**src/hdl/kvtok_pkg.sv**
```systemverilog
// Package with the types, codes and character constants of the key/value tokeniser.
package kvtok_pkg;

    // Deepest word store of the original scheme; the usable bound is one less.
    localparam int unsigned WORD_BUF = 256;
    localparam logic [7:0]  WORD_MAX = 8'(WORD_BUF - 1);

    // Characters the parser reacts to.
    localparam logic [7:0] CH_HASH   = 8'h23;
    localparam logic [7:0] CH_LBRACE = 8'h7B;
    localparam logic [7:0] CH_RBRACE = 8'h7D;
    localparam logic [7:0] CH_COLON  = 8'h3A;
    localparam logic [7:0] CH_SEMI   = 8'h3B;
    localparam logic [7:0] CH_QUOTE  = 8'h22;
    localparam logic [7:0] CH_SPACE  = 8'h20;
    localparam logic [7:0] CH_TAB    = 8'h09;
    localparam logic [7:0] CH_CR     = 8'h0D;
    localparam logic [7:0] CH_LF     = 8'h0A;

    // Parser phase, one-hot.
    typedef enum logic [7:0] {
        PH_SCOPE  = 8'b0000_0001,
        PH_OPEN   = 8'b0000_0010,
        PH_KEY    = 8'b0000_0100,
        PH_COLON  = 8'b0000_1000,
        PH_VALUE  = 8'b0001_0000,
        PH_QUOTED = 8'b0010_0000,
        PH_SEMI   = 8'b0100_0000,
        PH_ERROR  = 8'b1000_0000
    } phase_t;

    // Phase codes as seen on the output.
    typedef enum logic [2:0] {
        PC_SCOPE  = 3'd0,
        PC_OPEN   = 3'd1,
        PC_KEY    = 3'd2,
        PC_COLON  = 3'd3,
        PC_VALUE  = 3'd4,
        PC_QUOTED = 3'd5,
        PC_SEMI   = 3'd6,
        PC_ERROR  = 3'd7
    } phase_code_t;

    // Token events.
    typedef enum logic [2:0] {
        EV_SKIP     = 3'd0,
        EV_WORD     = 3'd1,
        EV_SCOPE    = 3'd2,
        EV_KEY      = 3'd3,
        EV_VALUE    = 3'd4,
        EV_CLOSE    = 3'd5,
        EV_VALCLOSE = 3'd6
    } event_t;

    // Error codes.
    typedef enum logic [1:0] {
        ERR_NONE = 2'd0,
        ERR_CHAR = 2'd1,
        ERR_LONG = 2'd2,
        ERR_END  = 2'd3
    } fault_t;

    // Map the one-hot phase onto its output code.
    function automatic phase_code_t phase_code(input phase_t ph);
        phase_code_t code;
        unique case (ph)
            PH_SCOPE:  code = PC_SCOPE;
            PH_OPEN:   code = PC_OPEN;
            PH_KEY:    code = PC_KEY;
            PH_COLON:  code = PC_COLON;
            PH_VALUE:  code = PC_VALUE;
            PH_QUOTED: code = PC_QUOTED;
            PH_SEMI:   code = PC_SEMI;
            default:   code = PC_ERROR;
        endcase
        return code;
    endfunction

    // Space, tab, carriage return and line feed.
    function automatic logic is_space(input logic [7:0] c);
        return (c == CH_SPACE) || (c == CH_TAB) || (c == CH_CR) || (c == CH_LF);
    endfunction

endpackage

```
**src/hdl/block_key_value_tokenizer.sv**
```systemverilog
// Top level of the key/value tokeniser: byte parser, state and result register.
//
// Input channel: in_valid / in_stall carry one text byte (data_byte) with the
// first and last flags. A word is taken when in_valid is high and in_stall low.
// Output channel: out_valid / out_stall carry one result word per input word:
// out_byte, event_res, parse_state, word_length, line_count and error_code.
// Configuration channel: cfg_valid / cfg_ready write word_limit from cfg_data;
// cfg_ready is always high; the user writes only while the block is idle, unchecked.
// Each byte goes through the parser in the cycle it is taken and its result
// sits in the output register from the next cycle.
// Throughput is one byte per cycle while out_stall is low, set by the single
// pass through the parser between the state registers and the output register.
// in_stall is raised only while a result waits and the receiver stalls, so the
// next byte is taken in the same cycle that the waiting result leaves.
// Reset (rst_n low) clears the parser state, empties the output register and
// sets word_limit to 255. A byte with first set clears the parser state too.
module block_key_value_tokenizer
(
    input  logic        clk,
    input  logic        rst_n,

    input  logic        cfg_valid,
    output logic        cfg_ready,
    input  logic [7:0]  cfg_data,

    input  logic        in_valid,
    output logic        in_stall,
    input  logic [7:0]  data_byte,
    input  logic        first,
    input  logic        last,

    output logic        out_valid,
    input  logic        out_stall,
    output logic [7:0]  out_byte,
    output logic [2:0]  event_res,
    output logic [2:0]  parse_state,
    output logic [7:0]  word_length,
    output logic [15:0] line_count,
    output logic [1:0]  error_code
);

    // Configuration and parser state.
    logic [7:0]              limit_reg;
    kvtok_pkg::phase_t       phase_reg,   phase_next;
    logic                    comment_reg, comment_next;
    logic [7:0]              count_reg,   count_next;
    logic [15:0]             lines_reg,   lines_next;
    kvtok_pkg::fault_t       fault_reg,   fault_next;

    // Result register.
    logic                    valid_reg;
    logic [7:0]              byte_reg;
    kvtok_pkg::event_t       event_reg,   event_next;

    // State as seen after an optional restart.
    kvtok_pkg::phase_t       phase_cur;
    logic                    comment_cur;
    logic [7:0]              count_cur;
    logic [15:0]             lines_cur;
    kvtok_pkg::fault_t       fault_cur;

    logic [7:0]              ch;
    logic                    ws;
    logic [7:0]              bound;
    logic                    full;
    logic                    accept;

    assign cfg_ready = 1'b1;
    assign in_stall  = valid_reg & out_stall;
    assign accept    = in_valid & ~in_stall;

    // A first byte restarts the parser before it is used.
    always_comb
    begin
        if (first)
        begin
            phase_cur   = kvtok_pkg::PH_SCOPE;
            comment_cur = 1'b0;
            count_cur   = 8'd0;
            lines_cur   = 16'd0;
            fault_cur   = kvtok_pkg::ERR_NONE;
        end
        else
        begin
            phase_cur   = phase_reg;
            comment_cur = comment_reg;
            count_cur   = count_reg;
            lines_cur   = lines_reg;
            fault_cur   = fault_reg;
        end
    end

    // Comment removal: from '#' up to but not including the newline reads as space.
    always_comb
    begin
        comment_next = comment_cur;
        ch           = data_byte;
        if (!comment_cur)
        begin
            if (data_byte == kvtok_pkg::CH_HASH)
            begin
                ch           = kvtok_pkg::CH_SPACE;
                comment_next = 1'b1;
            end
        end
        else if (data_byte == kvtok_pkg::CH_LF)
        begin
            comment_next = 1'b0;
        end
        else
        begin
            ch = kvtok_pkg::CH_SPACE;
        end
    end

    assign ws    = kvtok_pkg::is_space(ch);
    assign bound = (limit_reg > kvtok_pkg::WORD_MAX) ? kvtok_pkg::WORD_MAX : limit_reg;
    assign full  = (count_cur >= bound);

    // Parser: one step per byte, then newline counting and the end-of-input check.
    always_comb
    begin
        phase_next = phase_cur;
        count_next = count_cur;
        lines_next = lines_cur;
        fault_next = fault_cur;
        event_next = kvtok_pkg::EV_SKIP;

        unique case (phase_cur)
            kvtok_pkg::PH_SCOPE:
            begin
                if (count_cur == 8'd0 && ws)
                begin
                    event_next = kvtok_pkg::EV_SKIP;
                end
                else if ((count_cur == 8'd0 && ch == kvtok_pkg::CH_LBRACE)
                         || ch == kvtok_pkg::CH_RBRACE || ch == kvtok_pkg::CH_COLON)
                begin
                    phase_next = kvtok_pkg::PH_ERROR;
                    fault_next = kvtok_pkg::ERR_CHAR;
                end
                else if (ws || ch == kvtok_pkg::CH_LBRACE)
                begin
                    phase_next = (ch == kvtok_pkg::CH_LBRACE) ? kvtok_pkg::PH_KEY
                                                              : kvtok_pkg::PH_OPEN;
                    count_next = 8'd0;
                    event_next = kvtok_pkg::EV_SCOPE;
                end
                else if (full)
                begin
                    phase_next = kvtok_pkg::PH_ERROR;
                    fault_next = kvtok_pkg::ERR_LONG;
                end
                else
                begin
                    count_next = count_cur + 8'd1;
                    event_next = kvtok_pkg::EV_WORD;
                end
            end
            kvtok_pkg::PH_OPEN:
            begin
                if (ws)
                begin
                    event_next = kvtok_pkg::EV_SKIP;
                end
                else if (ch == kvtok_pkg::CH_LBRACE)
                begin
                    phase_next = kvtok_pkg::PH_KEY;
                    count_next = 8'd0;
                end
                else
                begin
                    phase_next = kvtok_pkg::PH_ERROR;
                    fault_next = kvtok_pkg::ERR_CHAR;
                end
            end
            kvtok_pkg::PH_KEY:
            begin
                if (count_cur == 8'd0 && ws)
                begin
                    event_next = kvtok_pkg::EV_SKIP;
                end
                else if (count_cur == 8'd0 && ch == kvtok_pkg::CH_RBRACE)
                begin
                    phase_next = kvtok_pkg::PH_SCOPE;
                    event_next = kvtok_pkg::EV_CLOSE;
                end
                else if ((count_cur == 8'd0 && ch == kvtok_pkg::CH_COLON)
                         || ch == kvtok_pkg::CH_LBRACE || ch == kvtok_pkg::CH_RBRACE)
                begin
                    phase_next = kvtok_pkg::PH_ERROR;
                    fault_next = kvtok_pkg::ERR_CHAR;
                end
                else if (ws || ch == kvtok_pkg::CH_COLON)
                begin
                    phase_next = ws ? kvtok_pkg::PH_COLON : kvtok_pkg::PH_VALUE;
                    count_next = 8'd0;
                    event_next = kvtok_pkg::EV_KEY;
                end
                else if (full)
                begin
                    phase_next = kvtok_pkg::PH_ERROR;
                    fault_next = kvtok_pkg::ERR_LONG;
                end
                else
                begin
                    count_next = count_cur + 8'd1;
                    event_next = kvtok_pkg::EV_WORD;
                end
            end
            kvtok_pkg::PH_COLON:
            begin
                if (ws)
                begin
                    event_next = kvtok_pkg::EV_SKIP;
                end
                else if (ch == kvtok_pkg::CH_COLON)
                begin
                    phase_next = kvtok_pkg::PH_VALUE;
                    count_next = 8'd0;
                end
                else
                begin
                    phase_next = kvtok_pkg::PH_ERROR;
                    fault_next = kvtok_pkg::ERR_CHAR;
                end
            end
            kvtok_pkg::PH_VALUE:
            begin
                if (count_cur == 8'd0 && ws)
                begin
                    event_next = kvtok_pkg::EV_SKIP;
                end
                else if (count_cur == 8'd0 && ch == kvtok_pkg::CH_QUOTE)
                begin
                    phase_next = kvtok_pkg::PH_QUOTED;
                end
                else if (ch == kvtok_pkg::CH_COLON || ch == kvtok_pkg::CH_LBRACE)
                begin
                    phase_next = kvtok_pkg::PH_ERROR;
                    fault_next = kvtok_pkg::ERR_CHAR;
                end
                else if (ch == kvtok_pkg::CH_SEMI)
                begin
                    count_next = 8'd0;
                    phase_next = kvtok_pkg::PH_KEY;
                    event_next = kvtok_pkg::EV_VALUE;
                end
                else if (ch == kvtok_pkg::CH_RBRACE)
                begin
                    count_next = 8'd0;
                    phase_next = kvtok_pkg::PH_SCOPE;
                    event_next = kvtok_pkg::EV_VALCLOSE;
                end
                else if (ws)
                begin
                    count_next = 8'd0;
                    phase_next = kvtok_pkg::PH_SEMI;
                    event_next = kvtok_pkg::EV_VALUE;
                end
                else if (full)
                begin
                    phase_next = kvtok_pkg::PH_ERROR;
                    fault_next = kvtok_pkg::ERR_LONG;
                end
                else
                begin
                    count_next = count_cur + 8'd1;
                    event_next = kvtok_pkg::EV_WORD;
                end
            end
            kvtok_pkg::PH_QUOTED:
            begin
                if (ch == kvtok_pkg::CH_QUOTE)
                begin
                    phase_next = kvtok_pkg::PH_SEMI;
                    count_next = 8'd0;
                    event_next = kvtok_pkg::EV_VALUE;
                end
                else if (ch == kvtok_pkg::CH_CR || ch == kvtok_pkg::CH_LF)
                begin
                    phase_next = kvtok_pkg::PH_ERROR;
                    fault_next = kvtok_pkg::ERR_CHAR;
                end
                else if (full)
                begin
                    phase_next = kvtok_pkg::PH_ERROR;
                    fault_next = kvtok_pkg::ERR_LONG;
                end
                else
                begin
                    count_next = count_cur + 8'd1;
                    event_next = kvtok_pkg::EV_WORD;
                end
            end
            kvtok_pkg::PH_SEMI:
            begin
                if (ws)
                begin
                    event_next = kvtok_pkg::EV_SKIP;
                end
                else if (ch == kvtok_pkg::CH_SEMI)
                begin
                    phase_next = kvtok_pkg::PH_KEY;
                    count_next = 8'd0;
                end
                else if (ch == kvtok_pkg::CH_RBRACE)
                begin
                    phase_next = kvtok_pkg::PH_SCOPE;
                    count_next = 8'd0;
                    event_next = kvtok_pkg::EV_CLOSE;
                end
                else
                begin
                    phase_next = kvtok_pkg::PH_ERROR;
                    fault_next = kvtok_pkg::ERR_CHAR;
                end
            end
            default:
            begin
                // Error is sticky: nothing is parsed.
                event_next = kvtok_pkg::EV_SKIP;
            end
        endcase

        // Newlines are counted only on bytes that leave the parser healthy.
        if (phase_cur != kvtok_pkg::PH_ERROR && phase_next != kvtok_pkg::PH_ERROR
            && ch == kvtok_pkg::CH_LF && lines_cur != 16'hFFFF)
        begin
            lines_next = lines_cur + 16'd1;
        end

        // The input must end between scopes with no scope name pending.
        if (last && phase_next != kvtok_pkg::PH_ERROR
            && (phase_next != kvtok_pkg::PH_SCOPE || count_next != 8'd0))
        begin
            phase_next = kvtok_pkg::PH_ERROR;
            fault_next = kvtok_pkg::ERR_END;
        end
    end

    // Configuration register.
    always_ff @(posedge clk or negedge rst_n)
    begin
        if (!rst_n)
        begin
            limit_reg <= 8'd255;
        end
        else if (cfg_valid && cfg_ready)
        begin
            limit_reg <= cfg_data;
        end
    end

    // Parser state, updated on every accepted word.
    always_ff @(posedge clk or negedge rst_n)
    begin
        if (!rst_n)
        begin
            phase_reg   <= kvtok_pkg::PH_SCOPE;
            comment_reg <= 1'b0;
            count_reg   <= 8'd0;
            lines_reg   <= 16'd0;
            fault_reg   <= kvtok_pkg::ERR_NONE;
        end
        else if (accept)
        begin
            phase_reg   <= phase_next;
            comment_reg <= comment_next;
            count_reg   <= count_next;
            lines_reg   <= lines_next;
            fault_reg   <= fault_next;
        end
    end

    // Output valid: filled on accept, emptied when the receiver takes the word.
    always_ff @(posedge clk or negedge rst_n)
    begin
        if (!rst_n)
        begin
            valid_reg <= 1'b0;
        end
        else if (accept)
        begin
            valid_reg <= 1'b1;
        end
        else if (!out_stall)
        begin
            valid_reg <= 1'b0;
        end
    end

    // Output payload for the byte just taken.
    always_ff @(posedge clk)
    begin
        if (accept)
        begin
            byte_reg  <= ch;
            event_reg <= event_next;
        end
    end

    assign out_valid   = valid_reg;
    assign out_byte    = byte_reg;
    assign event_res   = event_reg;
    assign parse_state = kvtok_pkg::phase_code(phase_reg);
    assign word_length = count_reg;
    assign line_count  = lines_reg;
    assign error_code  = fault_reg;

endmodule

```
**config.mk**
```make
export PLATFORM = sky130hd
export DESIGN_NAME = block_key_value_tokenizer
export DESIGN_NICKNAME = d
export VERILOG_FILES = /design/src/hdl/kvtok_pkg.sv /design/src/hdl/block_key_value_tokenizer.sv
export SDC_FILE = /design/constraint.sdc
export NUM_CORES = 1
export LEC_CHECK = 0
export BUFFER_PORTS_ARGS = -buffer_cell sky130_fd_sc_hd__buf_2
export CAP_MARGIN = 30
export CORE_MARGIN = 3
export CORE_UTILIZATION = 25
export CTS_BUF_LIST = sky130_fd_sc_hd__clkbuf_8
export CTS_CLUSTER_DIAMETER = 30
export DETAILED_ROUTE_END_ITERATION = 8
export GPL_TIMING_DRIVEN = 0
export PLACE_DENSITY = 0.49
export SYNTH_ARGS = -nofsm -noshare
export SYNTH_HDL_FRONTEND = slang
export SYNTH_SLANG_ARGS = --single-unit
```
**constraint.sdc**
```tcl
create_clock -name clk -period 11.28 [get_ports clk]
set_clock_uncertainty 0.05 [all_clocks]
set_input_delay 1.128 -clock clk [delete_from_list [all_inputs] [get_ports clk]]
set_output_delay 1.128 -clock clk [all_outputs]
set_load 0.01 [all_outputs]
```
# Yosys cells after proc, flatten, opt, wreduce, memory -nomap -nowiden
# Cells that the tools add are included.
# W data, S select, Z words.
[classes]
addsub = 2
n_lt_le_gt_ge = 2
eq_ne = 30
mux = 112
n_bitwise = 3
n_reduce_logical = 24
[ops]
columns = ["op", "count"]
rows = [
  ["$mux W8", 53],
  ["$pmux W8 S7", 2],
  ["$mux W2", 30],
  ["$eq A8 B6 Y1 const B", 7],
  ["$eq A8 B4 Y1 const B", 6],
  ["$mux W3", 13],
  ["$eq A8 B7 Y1 const B", 4],
  ["$mux W16", 2],
  ["$pmux W3 S7", 1],
  ["$add A16 B1 Y16 const B", 1],
  ["$eq A8 B1 Y1 const B", 2],
  ["$eq A8 B2 Y1 const B", 2],
  ["$eq A8 B3 Y1 const B", 2],
  ["$eq A8 B5 Y1 const B", 2],
  ["$ne A16 B16 Y1 const B", 1],
  ["$ne A8 B8 Y1 const B", 2],
  ["$pmux W3 S5", 1],
  ["$pmux W2 S7", 1],
  ["$logic_or A1 B1 Y1", 12],
  ["$logic_and A1 B1 Y1", 10],
  ["$add A8 B1 Y8 const B", 1],
  ["$ge A8 B8 Y1", 1],
  ["$gt A8 B8 Y1 const B", 1],
  ["$logic_not A8 Y1", 1],
  ["7 further kinds", 15],
]
[word_totals]
register_bits = 55
out_inout_bits = 43

# Logic depth before layout (Yosys ltp)
[logic_depth]
word_depth = 19
ltp_mapped = 18
depth_no_buf = 15

# Least setup slack after synthesis
# Ideal clock, no wire load.
[synth_path]
path_type = "input-to-reg"
startpoint = "input port first"
endpoint = "register lines_reg[15], in the netlist line_count[15]"
setup_time_ps = 126
arrival_ps = 4502
required_ps = 11104
path_slack_ps = 6602
path_stages = 16
n_path_buf = 4
path_cell_list = "buf_2 -> buf_1 -> nor2b_1 -> clkbuf_1 -> ha_1 -> or4_1 -> a21oi_1 -> o31ai_1 -> clkbuf_1 -> o32ai_1 -> o211ai_1 -> o21ai_0 -> nor2b_2 -> a311oi_4 -> nand2_1 -> a221o_1"
[synth_between]
elab_chain_cells = 18
word_cells_on_any_way = 73
cone_classes = "add/sub: 1; order compare: 1; eq/ne: 19; mux: 32; reduce/logical: 20"
[synth_rtl]
columns = ["item", "line", "text"]
rows = [
  ["from (decl)", "block_key_value_tokenizer.sv:29", "input logic first,"],
  ["branches (longest 17 deep; another with $ge A8 B8 Y1)", "-", ""],
  ["$mux W16 (*)", "block_key_value_tokenizer.sv:327", "if (phase_cur != kvtok_pkg::PH_ERROR && phase_next != kvtok_pkg::PH_ERROR"],
  ["to (signal assigned)", "block_key_value_tokenizer.sv:371", "lines_reg <= lines_next;"],
  ["to (decl)", "block_key_value_tokenizer.sv:47", "logic [15:0] lines_reg, lines_next;"],
]
# Mark *: on every way between the ends.
# A chain may end at the register's enable or synchronous reset.

# Worst setup path in the final report
[layout_path]
startpoint = "input port first"
endpoint = "register phase_reg[7]"
[layout_between]
elab_chain_cells = 17
word_cells_on_any_way = 96
cone_classes = "add/sub: 1; order compare: 1; eq/ne: 18; mux: 55; reduce/logical: 21"
[layout_rtl]
columns = ["item", "line", "text"]
rows = [
  ["branches (longest 16 deep; another with $ge A8 B8 Y1)", "-", ""],
  ["$mux W8 (*)", "block_key_value_tokenizer.sv:334", "if (last && phase_next != kvtok_pkg::PH_ERROR"],
  ["to (signal assigned)", "block_key_value_tokenizer.sv:360", "phase_reg <= kvtok_pkg::PH_SCOPE;"],
  ["to (signal assigned)", "block_key_value_tokenizer.sv:368", "phase_reg <= phase_next;"],
  ["to (decl)", "block_key_value_tokenizer.sv:44", "kvtok_pkg::phase_t phase_reg, phase_next;"],
]
# Marked as above.

==> flow_summary.json <==
{
  "period_needed_ns": 5.83,
  "setup_violations": 0,
  "wirelength_mm": 18.2,
  "power_uw": 754,
  "core_um2": 19100,
  "criticalPathCategory": "input port to flop",
  "first_iter_violations": 455,
  "dpl.hpwl_mm": 13.7,
  "antenna_found_initial": 0,
  "drcViolationCount": 0,
  "start_util_pct": 26.0,
  "final_nets": 732,
  "synth_ff_type": "dfrtp_1",
  "hold_start": "limit_reg[3]",
  "ys_types": 89,
  "via_count": 5329,
  "yosys-top-cells-count": "73 x nand2_1, 47 x nor2_1, 41 x o21ai_0",
  "slew_violations": 0,
  "clkSlewWorstSetupHoldPaths_ns": 0.09,
  "p_leak_nw": 2.42,
  "worstSetupEndpointType": "flop",
  "hold_viol_final": 0,
  "synth_top_area_share_pct": 17.6,
  "worstHoldPathCells": 2,
  "ctsHtreeMaxLevel": 2,
  "status": "finished, final reports clean",
  "reg2reg_depth": 15,
  "grt_pass1_vias": 5114,
  "nFillCells": 2134,
  "post-synth-top-count-cell": "nand2_1",
  "clk_path_buf_depth": 2,
  "clk_latency_ns": 0.35,
  "syn-cell-area_um2": 4980,
  "synth_area_leaders": "dfrtp_1 18%, edfxtp_1 6.6%, nand2_1 5.5%",
  "p_per_area_nw_per_um2": 130,
  "synthCells": 625,
  "setup_slack_ns": 5.45,
  "viasPerCell": 5.56,
  "cts_setup_buffers": 0,
  "io_buffers": 63,
  "synth-seq-cells": 55,
  "holdWs_ns": 0.464,
  "cp_data_required_time_ns": 11.43,
  "die_area_um2": 21700,
  "overflow": 0,
  "min_to": "limit_reg[3]",
  "cts_resized": 0,
  "layout-drive-gt1-share_pct": 19.2,
  "r2r_end": "phase_reg[7]",
  "worstHoldPathType": "flop to flop",
  "maxCapViolCount": 0,
  "rsz0062_at_grt": "no",
  "hold_buffers": 0,
  "cts_root_buf": "clkbuf_8",
  "first_pass_iters": 6,
  "synth_area_leader_cell": "dfrtp_1",
  "startpoint": "first",
  "period_share_pct": 51.7,
  "row_count": 50,
  "max_freq_mhz": 171,
  "synth.net_count": 659,
  "grt_usage_pct": 16.3,
  "worstPathArrival_ns": 5.99,
  "yosysWarnings": 0,
  "die_x_um": 147,
  "synth_edf_count": 11,
  "setup_tns_ns": 0,
  "peakVddDrop_mv": 0.0501,
  "avgSynthCellArea_um2": 7.97,
  "dp_slack_ns": 5.18,
  "grt_max_degree": 25,
  "area_growth_pct": 16.1,
  "slew_headroom_pct": 38.0,
  "gp_congestion": 0.975,
  "grt_pass1_wl_mm": 28.4,
  "async_flop_share_pct": 80.0,
  "yosysSeqAreaShare_pct": 29.0,
  "dieHeight_um": 147,
  "num_io_pins": 66,
  "startpoint_type": "input port",
  "antenna_left": 0,
  "worst_pin_slew_ns": 0.924,
  "cts_buffers": 5,
  "r2r-start": "word_length[2]",
  "r2r_slack_ns": 6.66,
  "cts_sinks": 55,
  "avgRoutedWirePerCell_um": 18.9,
  "critical_path.max_fanout": 10,
  "cts_tree": "done",
  "n_antenna_cell": 0,
  "largest_reg_flops": 16
}
[layout make-up]
class	instances	area, um2	share of cell area [%]
flip-flops and latches	55	1440	25.0
well taps	260	325	5.63
multi-input cells	509	3250	56.3
repair buffers	66	368	6.36
clock inverters	3	37.5	0.649
plain buffers	38	198	3.42
inverters	23	86.3	1.49
clock buffers	5	68.8	1.19
[cell usage in the layout (no fill, tap or decap), types with 6 or more instances in the layout]
cell	n
a211oi_1	7
a21oi_1	40
a22o_1	8
a22oi_1	7
a31oi_1	13
and2_1	14
and3_1	15
buf_2	74
clkbuf_1	17
dfrtp_1	35
dfstp_2	9
edfxtp_1	11
ha_1	11
inv_1	25
nand2_1	73
nand2b_1	10
nand3_1	17
nand4_1	10
nor2_1	47
nor2b_1	17
nor3_1	20
nor4_1	8
o211ai_1	10
o21ai_0	41
o21ai_1	6
o31ai_1	9
or3_1	6
[cell families (layout without fill, tap and decap cells)]
family	after synthesis	after routing	share of synthesized area, %
simple gates	280	280	31.0
compound gates	201	201	28.5
buf+inv	61	135	5.70
flops	55	55	29.0
fa+ha+maj	11	11	2.76
xor+xnor	10	10	1.76
mux	6	6	1.26
other cells	1	1	0.0753
[stage by stage]
step / cell area [um2] / instances / utilization [%]
finish: 5780 / 959 / 30.2
global placement: 5620 / 948 / 29.4
detailed placement: 5670 / 951 / 29.6
global route: 5780 / 959 / 30.2
floorplan: 4980 / 625 / -
CTS: 5780 / 959 / 30.2
[worst max-delay path by stage]
stage                      to  depth (start not counted)  slack (ns)
2_1_floorplan  line_count[15]                         16        6.60
3_3_place_gp     phase_reg[7]                         18        5.08
3_5_place_dp   line_count[15]                         17        5.18
4_1_cts         line_count[7]                         17        5.55
5_1_grt         line_count[7]                         17        5.22
6_report         phase_reg[7]                         18        5.45
[routing by layer]
layer	GRT usage (%)	up-vias	wire (um)
met5	0	-	0
li1	-	2506	-
met1	22.1	2525	8050
met2	25.9	242	8200
met4	6.10	0	629
met3	2.99	56	1280
[where the power goes]
group / internal, mW / switching, mW
sequential: 0.231 / 0.0234
combinational: 0.131 / 0.232
clock: 0.0648 / 0.0722
total: 0.426 / 0.328
[worst max-delay path, cell delays in order]
cell	delay, ns
buf_2	0.19
buf_2	0.32
buf_1	0.50
nor2b_1	0.09
clkbuf_1	0.20
ha_1	0.22
or4_1	0.47
a21oi_1	0.18
o31ai_1	0.21
clkbuf_1	0.35
nor2_1	0.32
nand2_1	0.13
a211oi_1	0.29
a31oi_1	0.12
a311oi_1	0.42
a31oi_1	0.23
o21ai_1	0.46
a31oi_1	0.15
No activity file was read; power rests on OpenSTA's default activity.
